===== src/rtl/ffpd_pkg.sv =====
`timescale 1ns / 1ps
// Package for the fixed frame payload deframer: frame geometry, header
// offsets, result kind codes and the job record passed from front to back.
package ffpd_pkg;

   localparam int FRAME_BYTES  = 1024;
   localparam int HEADER_BYTES = 100;
   localparam int OFS_W        = $clog2(FRAME_BYTES);

   localparam int OFS_TYPE       = 2;
   localparam int OFS_SEQ        = 6;
   localparam int OFS_VALID      = 10;
   localparam int OFS_TOTAL      = 14;
   localparam int OFS_HEADER_END = 18;

   localparam logic [15:0] FLAG_LAST = 16'd3;

   localparam int QUEUE_DEPTH = 4;
   localparam int QUEUE_AW    = $clog2(QUEUE_DEPTH);

   typedef enum logic [1:0] {
      KIND_DATA     = 2'd0,
      KIND_PROGRESS = 2'd1,
      KIND_COMPLETE = 2'd2
   } kind_type;

   typedef struct packed {
      logic        has_data;
      logic        has_prog;
      logic        prog_last;
      logic [7:0]  data_byte;
      logic [31:0] file_type;
      logic [31:0] frame_sequence;
      logic [31:0] received_count;
      logic [31:0] total_size;
   } job_type;

endpackage


===== src/rtl/fixed_frame_payload_deframer_core.sv =====
`timescale 1ns / 1ps
// Fixed frame payload deframer: takes one stream byte per cycle unless
// req_stall is high, cuts the stream into 1024-byte frames with a 100-byte
// header and delivers payload bytes within the valid length plus a progress
// or complete result at each frame end. A payload result passes through the
// job queue and the output register. The last byte of a frame can yield two
// results, which the back end delivers one after the other from a four-job
// queue; req_stall is high only while that queue is full, which sustained
// output stalls cause. Depends on ffpd_pkg, ffpd_front, ffpd_queue and
// ffpd_back.
module fixed_frame_payload_deframer_core (
   input  logic        clock,
   input  logic        reset,
   input  logic        req_valid,
   output logic        req_stall,
   input  logic [7:0]  req_in_byte,
   output logic        rsp_valid,
   input  logic        rsp_stall,
   output logic [1:0]  rsp_kind,
   output logic [7:0]  rsp_data_byte,
   output logic [31:0] rsp_file_type,
   output logic [31:0] rsp_frame_sequence,
   output logic [31:0] rsp_received_count,
   output logic [31:0] rsp_total_size,
   output logic        rsp_final_res
);
   import ffpd_pkg::*;

   logic    take;
   logic    push;
   logic    pop;
   logic    q_full;
   logic    head_valid;
   job_type push_job;
   job_type head_job;

   assign req_stall = q_full;
   assign take      = req_valid && !q_full;

   ffpd_front u_front (
      .clock   (clock),
      .reset   (reset),
      .take    (take),
      .in_byte (req_in_byte),
      .push    (push),
      .job     (push_job)
   );

   ffpd_queue u_queue (
      .clock      (clock),
      .reset      (reset),
      .push       (push),
      .push_job   (push_job),
      .pop        (pop),
      .head_valid (head_valid),
      .head_job   (head_job),
      .full       (q_full)
   );

   ffpd_back u_back (
      .clock              (clock),
      .reset              (reset),
      .head_valid         (head_valid),
      .head_job           (head_job),
      .pop                (pop),
      .rsp_valid          (rsp_valid),
      .rsp_stall          (rsp_stall),
      .rsp_kind           (rsp_kind),
      .rsp_data_byte      (rsp_data_byte),
      .rsp_file_type      (rsp_file_type),
      .rsp_frame_sequence (rsp_frame_sequence),
      .rsp_received_count (rsp_received_count),
      .rsp_total_size     (rsp_total_size),
      .rsp_final_res      (rsp_final_res)
   );

endmodule


===== src/rtl/ffpd_front.sv =====
`timescale 1ns / 1ps
// Front end: frame offset counter, header field capture, payload window
// check and saturating byte count. Emits one job per byte with results.
// Depends on ffpd_pkg.
module ffpd_front (
   input  logic             clock,
   input  logic             reset,
   input  logic             take,
   input  logic [7:0]       in_byte,
   output logic             push,
   output ffpd_pkg::job_type job
);
   import ffpd_pkg::*;

   logic [OFS_W-1:0] offset_ff, offset_in;
   logic [15:0]      flag_ff, flag_in;
   logic [31:0]      type_ff, type_in;
   logic [31:0]      seq_ff, seq_in;
   logic [31:0]      valid_len_ff, valid_len_in;
   logic [31:0]      total_ff, total_in;
   logic [31:0]      count_ff, count_in;
   logic [31:0]      ofs32;
   logic [31:0]      count_step;
   logic             in_payload;
   logic             last_byte;
   logic             file_done;

   always_comb begin
      ofs32        = 32'(offset_ff);
      flag_in      = flag_ff;
      type_in      = type_ff;
      seq_in       = seq_ff;
      valid_len_in = valid_len_ff;
      total_in     = total_ff;

      if (ofs32 < 32'(OFS_TYPE)) begin
         flag_in = {flag_ff[7:0], in_byte};
      end else if (ofs32 < 32'(OFS_SEQ)) begin
         type_in = {type_ff[23:0], in_byte};
      end else if (ofs32 < 32'(OFS_VALID)) begin
         seq_in = {seq_ff[23:0], in_byte};
      end else if (ofs32 < 32'(OFS_TOTAL)) begin
         valid_len_in = {valid_len_ff[23:0], in_byte};
      end else if (ofs32 < 32'(OFS_HEADER_END)) begin
         total_in = {total_ff[23:0], in_byte};
      end

      in_payload = (ofs32 >= 32'(HEADER_BYTES)) &&
                   ((ofs32 - 32'(HEADER_BYTES)) < valid_len_ff);
      count_step = (in_payload && (count_ff != '1)) ? count_ff + 32'd1 : count_ff;
      last_byte  = (offset_ff == OFS_W'(FRAME_BYTES - 1));
      file_done  = last_byte && (flag_in == FLAG_LAST);
      offset_in  = last_byte ? '0 : offset_ff + OFS_W'(1);
      count_in   = file_done ? '0 : count_step;

      push               = take && (in_payload || last_byte);
      job.has_data       = in_payload;
      job.has_prog       = last_byte;
      job.prog_last      = file_done;
      job.data_byte      = in_byte;
      job.file_type      = type_in;
      job.frame_sequence = seq_in;
      job.received_count = count_step;
      job.total_size     = total_in;
   end

   always_ff @(posedge clock) begin
      if (reset) begin
         offset_ff    <= '0;
         flag_ff      <= '0;
         type_ff      <= '0;
         seq_ff       <= '0;
         valid_len_ff <= '0;
         total_ff     <= '0;
         count_ff     <= '0;
      end else if (take) begin
         offset_ff    <= offset_in;
         flag_ff      <= flag_in;
         type_ff      <= type_in;
         seq_ff       <= seq_in;
         valid_len_ff <= valid_len_in;
         total_ff     <= total_in;
         count_ff     <= count_in;
      end
   end

endmodule


===== src/rtl/ffpd_queue.sv =====
`timescale 1ns / 1ps
// Short job queue between front and back of the deframer.
// Depends on ffpd_pkg for the job record and depth.
module ffpd_queue (
   input  logic              clock,
   input  logic              reset,
   input  logic              push,
   input  ffpd_pkg::job_type push_job,
   input  logic              pop,
   output logic              head_valid,
   output ffpd_pkg::job_type head_job,
   output logic              full
);
   import ffpd_pkg::*;

   job_type             mem_ff [QUEUE_DEPTH];
   logic [QUEUE_AW-1:0] wr_ptr_ff, wr_ptr_in;
   logic [QUEUE_AW-1:0] rd_ptr_ff, rd_ptr_in;
   logic [QUEUE_AW:0]   count_ff, count_in;

   always_comb begin
      head_valid = (count_ff != '0);
      head_job   = mem_ff[rd_ptr_ff];
      full       = (count_ff == (QUEUE_AW+1)'(QUEUE_DEPTH));
      wr_ptr_in  = push ? wr_ptr_ff + QUEUE_AW'(1) : wr_ptr_ff;
      rd_ptr_in  = pop ? rd_ptr_ff + QUEUE_AW'(1) : rd_ptr_ff;
      count_in   = count_ff + (QUEUE_AW+1)'(push) - (QUEUE_AW+1)'(pop);
   end

   always_ff @(posedge clock) begin
      if (reset) begin
         wr_ptr_ff <= '0;
         rd_ptr_ff <= '0;
         count_ff  <= '0;
      end else begin
         wr_ptr_ff <= wr_ptr_in;
         rd_ptr_ff <= rd_ptr_in;
         count_ff  <= count_in;
      end
   end

   always_ff @(posedge clock) begin
      if (push) begin
         mem_ff[wr_ptr_ff] <= push_job;
      end
   end

endmodule


===== src/rtl/ffpd_back.sv =====
`timescale 1ns / 1ps
// Back end: expands each job into one or two results and holds them in
// the output register. Depends on ffpd_pkg.
module ffpd_back (
   input  logic              clock,
   input  logic              reset,
   input  logic              head_valid,
   input  ffpd_pkg::job_type head_job,
   output logic              pop,
   output logic              rsp_valid,
   input  logic              rsp_stall,
   output logic [1:0]        rsp_kind,
   output logic [7:0]        rsp_data_byte,
   output logic [31:0]       rsp_file_type,
   output logic [31:0]       rsp_frame_sequence,
   output logic [31:0]       rsp_received_count,
   output logic [31:0]       rsp_total_size,
   output logic              rsp_final_res
);
   import ffpd_pkg::*;

   logic        rsp_valid_ff, rsp_valid_in;
   logic        phase_ff, phase_in;
   kind_type    kind_ff, kind_in;
   logic [7:0]  data_ff, data_in;
   logic [31:0] type_ff, seq_ff, count_ff, total_ff;
   logic        final_ff, final_in;
   logic        out_free;
   logic        load;
   logic        split;
   logic        emit_data;

   always_comb begin
      out_free     = !rsp_valid_ff || !rsp_stall;
      load         = out_free && head_valid;
      split        = head_job.has_data && head_job.has_prog && !phase_ff;
      emit_data    = head_job.has_data && !phase_ff;
      pop          = load && !split;
      phase_in     = load ? split : phase_ff;
      rsp_valid_in = load ? 1'b1 : (out_free ? 1'b0 : rsp_valid_ff);
      if (emit_data) begin
         kind_in = KIND_DATA;
      end else if (head_job.prog_last) begin
         kind_in = KIND_COMPLETE;
      end else begin
         kind_in = KIND_PROGRESS;
      end
      data_in  = emit_data ? head_job.data_byte : 8'd0;
      final_in = !split;
   end

   always_ff @(posedge clock) begin
      if (reset) begin
         rsp_valid_ff <= 1'b0;
         phase_ff     <= 1'b0;
      end else begin
         rsp_valid_ff <= rsp_valid_in;
         phase_ff     <= phase_in;
      end
   end

   always_ff @(posedge clock) begin
      if (load) begin
         kind_ff  <= kind_in;
         data_ff  <= data_in;
         type_ff  <= head_job.file_type;
         seq_ff   <= head_job.frame_sequence;
         count_ff <= head_job.received_count;
         total_ff <= head_job.total_size;
         final_ff <= final_in;
      end
   end

   assign rsp_valid          = rsp_valid_ff;
   assign rsp_kind           = kind_ff;
   assign rsp_data_byte      = data_ff;
   assign rsp_file_type      = type_ff;
   assign rsp_frame_sequence = seq_ff;
   assign rsp_received_count = count_ff;
   assign rsp_total_size     = total_ff;
   assign rsp_final_res      = final_ff;

   a_phase_holds_data: assert property (@(posedge clock) disable iff (reset)
      phase_ff |-> rsp_valid_ff && (kind_ff == KIND_DATA) && !final_ff)
      else $error("second half pending without a held data result");

   a_phase_has_job: assert property (@(posedge clock) disable iff (reset)
      phase_ff |-> head_valid && head_job.has_data && head_job.has_prog)
      else $error("second half pending without a two-result job at the head");

   a_progress_shape: assert property (@(posedge clock) disable iff (reset)
      rsp_valid_ff && (kind_ff != KIND_DATA) |-> (data_ff == 8'd0) && final_ff)
      else $error("progress result with data or not final");

endmodule


===== config.mk =====
export PLATFORM = sky130hd
export DESIGN_NAME = fixed_frame_payload_deframer_core
export DESIGN_NICKNAME = d
export VERILOG_FILES = /design/src/rtl/ffpd_pkg.sv /design/src/rtl/fixed_frame_payload_deframer_core.sv /design/src/rtl/ffpd_front.sv /design/src/rtl/ffpd_queue.sv /design/src/rtl/ffpd_back.sv
export SDC_FILE = /design/constraint.sdc
export NUM_CORES = 1
export LEC_CHECK = 0
export ABC_AREA = 1
export BUFFER_PORTS_ARGS = -buffer_cell sky130_fd_sc_hd__buf_4
export CORE_MARGIN = 4
export CORE_UTILIZATION = 64
export DETAILED_ROUTE_END_ITERATION = 16
export GPL_ROUTABILITY_DRIVEN = 0
export PLACE_DENSITY = 0.79
export REMOVE_ABC_BUFFERS = 1
export SYNTH_ARGS = -nofsm -noshare
export SYNTH_HDL_FRONTEND = slang
export SYNTH_SLANG_ARGS = --single-unit

===== constraint.sdc =====
create_clock -name clock -period 27.8 [get_ports clock]
set_clock_uncertainty 0.1 [all_clocks]
set_input_delay 1.39 -clock clock [delete_from_list [all_inputs] [get_ports clock]]
set_output_delay 1.39 -clock clock [all_outputs]
set_load 0.005 [all_outputs]

==> flow_summary.toml <==
[critical_path]
crit_chain = "inv_1 -> ha_1 -> nand2_1 -> nand2_1 -> nor2_1 -> nor3_4 -> ha_1 -> nand2_1 -> inv_1 -> nand2_1 -> a31oi_1 -> nor2_1 -> nand2_1 -> nand2_1 -> nand2_1 -> o21ai_1 -> inv_1 -> nor2_4 -> buf_4 -> buf_4"
critPathBufInv = 5
critical_path.max_stage_delay_ns = 0.91
cp_common_cell = "nand2_1"
cp_top_family = "simple AND/OR/NAND/NOR gates"
end_kind = "register"
startpoint_type = "register"
crit_fanout = 62
path_class = "reg2reg"
crit_required_ns = 27.93
cp_slowest_cell = "nor2_4"
cp.arrival_ns = 7.46

[timing]
rsz0062_at_grt = "false"
min_period_ns = 7.32
drv_slew = 0
fmax_mhz = 137
setup_viol = 0
finalHoldViolCount = 0
fin_setup_tns_ns = 0
period_share_pct = 26.3
tightestPinTransition_ns = 1.26
slew_headroom_pct = 16.0

[die]
rows = 86
die_w_um = 245
start_util_pct = 64.9
die_h_um = 245
ios = 153
die-area_um2 = 59800
core-area_um2 = 55200

[clocking]
cts_root_buffer = "clkbuf_16"
clk_latency_ns = 0.63
h-tree-depth = 3
cts_tree = "built"
ctsHoldBuffers = 0
post_cts_buffers = 0
clockBufferDepth = 3
cts_buffers = 87
cts.clk_slew.worst_paths_ns = 0.06
cts.repair.resized = 0
cts_num_sinks = 892

[synth]
syn_avg_cell_area_um2 = 11.1
synth.area.mux_share_pct = 0
synth-edff-count = 695
synth_cell_types = 41
synthCells = 3231
yosys.area_share.simple_pct = 10.5
ys_seq_elements = 892
synth_top_family_by_area = "compound AO/OA/AOI/OAI gates"
seq_area_frac_synth_pct = 69.3
synthFlopType = "edfxtp_1"
netlist_area_um2 = 35800
synthArstFlopShare_pct = 0
yosysWarnings = 0
synthXorXnorAreaFrac_pct = 0.758
synth_compound_area_share_pct = 12.5
yosys.area_share.adder_pct = 1.56

[drt]
dr.pass1.iters = 8
ant_nets = 0
drtIter0Drc = 2301
avgViaCountPerCell = 5.88
route.detailed.drc = 0
vias = 24300
routedWlPerCell_um = 19.0
wl_mm = 78.4

[global_route]
grt_pass1_wl_mm = 123
grt_overflow = 0
first_global_vias = 23800
grt_antenna_before_repair = 0
grt_start_max_net_pins = 279
track_usage_pct = 25.8

[final_layout]
fin_cells = 4133
drive_gt1_share_pct = 9.84
fin_nets = 3367
fillers = 3561
diodes = 0
final_util_pct = 72.9
areaGrowthSynthToFinish_pct = 12.4

[flow_run]
drv_cap = 0

[power_and_ir_drop]
p_leak_nw = 14.7
powerDensity_nw_per_um2 = 92.2
peakVddDrop_mv = 0.0836

[placed_design]
dp_cells = 3970
port_buffers = 152
place_hpwl_mm = 43.4

[status]
outcome = "finished clean"

[worst_hold_path]
hold_class = "reg2reg"
[routing by layer]
metal | vias up | GRT usage, % | part of all wire [%]
li1 | 11400 | - | -
met1 | 11700 | 33.9 | 40
met2 | 1016 | 44.2 | 50
met3 | 158 | 3.93 | 7.5
met4 | 0 | 9.18 | 2.6
met5 | - | 0 | 0
[per-stage QoR]
stage,power (W),hold slack (ns),setup WS [ns],instance area [um2]
after CTS,0.00373,0.361,20.11,40200
final,0.00371,0.366,20.48,40200
after global routing,0.00387,0.393,19.94,40200
after floorplan,0.00222,0.338,15.03,35000
after detailed placement,0.00256,0.348,20.16,37400
after global placement,0.00252,0.339,20.60,37400
[tightest hold or removal path: stages (launching register included)]
cell and delay [ns]:
dfxtp_1 0.30, inv_1 0.06, a21oi_1 0.07
[placed cells by master, fill, tap and decap left out, types with 2 or more instances in the layout]
master	instances
and2_1	4
nand2_4	2
o21a_1	3
nand4_1	37
nand2_1	386
clkinv_1	6
xor2_1	25
nand3b_1	6
inv_2	6
nand3_1	27
inv_1	290
dfxtp_1	195
clkbuf_8	10
nor2_2	3
nand2_2	2
ha_1	43
nand3_2	4
inv_8	2
clkinv_2	13
nor2_4	5
xnor2_1	6
nor2_8	2
clkbuf_1	34
o211ai_1	10
nor3_1	22
o21ai_0	420
a211oi_1	2
nor2_1	426
o22ai_1	130
clkinv_8	2
edfxtp_1	695
o21ai_1	110
dfxtp_4	2
bufinv_16	6
a21oi_1	171
buf_4	174
clkbuf_16	91
[power by group]
part | total [W] | switching [W] | internal (W)
registers | 0.00174 | 0.0000671 | 0.00168
clock network | 0.00116 | 0.000477 | 0.000687
logic | 0.000799 | 0.000526 | 0.000274
total | 0.00371 | 0.00107 | 0.00264
[kinds of logic after synthesis]
group,Yosys count
and+or+nand+nor,929
DFF,892
xor gates and xnor gates,31
adders and majority gates,44
AOI/OAI and AO/OA,851
buffers and inverters,484
[flip-flops by register name (all words and copies together), names as in the netlist, 10 cells and up, named ones only]
| register | count |
|---|---|
| u_front.total_ff | 32 |
| u_front.flag_ff | 16 |
| u_front.seq_ff | 32 |
| u_front.type_ff | 32 |
| u_front.offset_ff | 10 |
| u_back.rsp_total_size | 32 |
| u_queue.mem_ff | 556 |
| u_back.rsp_frame_sequence | 32 |
| u_front.count_ff | 32 |
| u_back.rsp_received_count | 32 |
| u_front.valid_len_ff | 32 |
| u_back.rsp_file_type | 32 |
[final cells by class]
cell class / instances / area [um2] / area share, %
inverters: 300 / 1140 / 2.83
clock buffers: 135 / 2540 / 6.32
repair buffers: 175 / 1330 / 3.30
multi-input cells: 1855 / 9150 / 22.7
well taps: 748 / 936 / 2.33
clock inverters: 28 / 320 / 0.796
flip-flops and latches: 892 / 24800 / 61.7
[worst paths after layout]
check	startpoint	end	slack (ns)	cells after the start
hold / removal	u_queue.rd_ptr_ff[1]	register	0.37	2
setup / recovery	u_front.offset_ff[2]	u_queue.mem_ff[1][92]	20.48	20
hold reg to reg	u_queue.rd_ptr_ff[1]	register	0.37	2
setup reg to reg	u_front.offset_ff[2]	u_queue.mem_ff[1][92]	20.48	20
[Yosys cell counts, types with 3 or more instances]
cell type  number  area [um2]
edfxtp_1      695       20900
nor2_1        430        1610
o21ai_0       420        2100
nand2_1       387        1450
inv_1         291        1090
dfxtp_1       197        3940
a21oi_1       172         861
clkbuf_1      145         544
o22ai_1       130         813
o21ai_1       110         551
ha_1           43         538
nand4_1        37         231
nand3_1        27         135
xor2_1         25         219
buf_2          23         115
nor3_1         23         115
o211ai_1       10        75.1
buf_6           8        90.1
buf_1           7        26.3
nand3b_1        6        45.0
xnor2_1         6        52.6
inv_2           5        18.8
and2_1          4        25.0
nand3_2         4        40.0
clkinv_1        3        11.3
nor2_2          3        18.8
o21a_1          3        22.5
(Power assumes the default switching activity.)
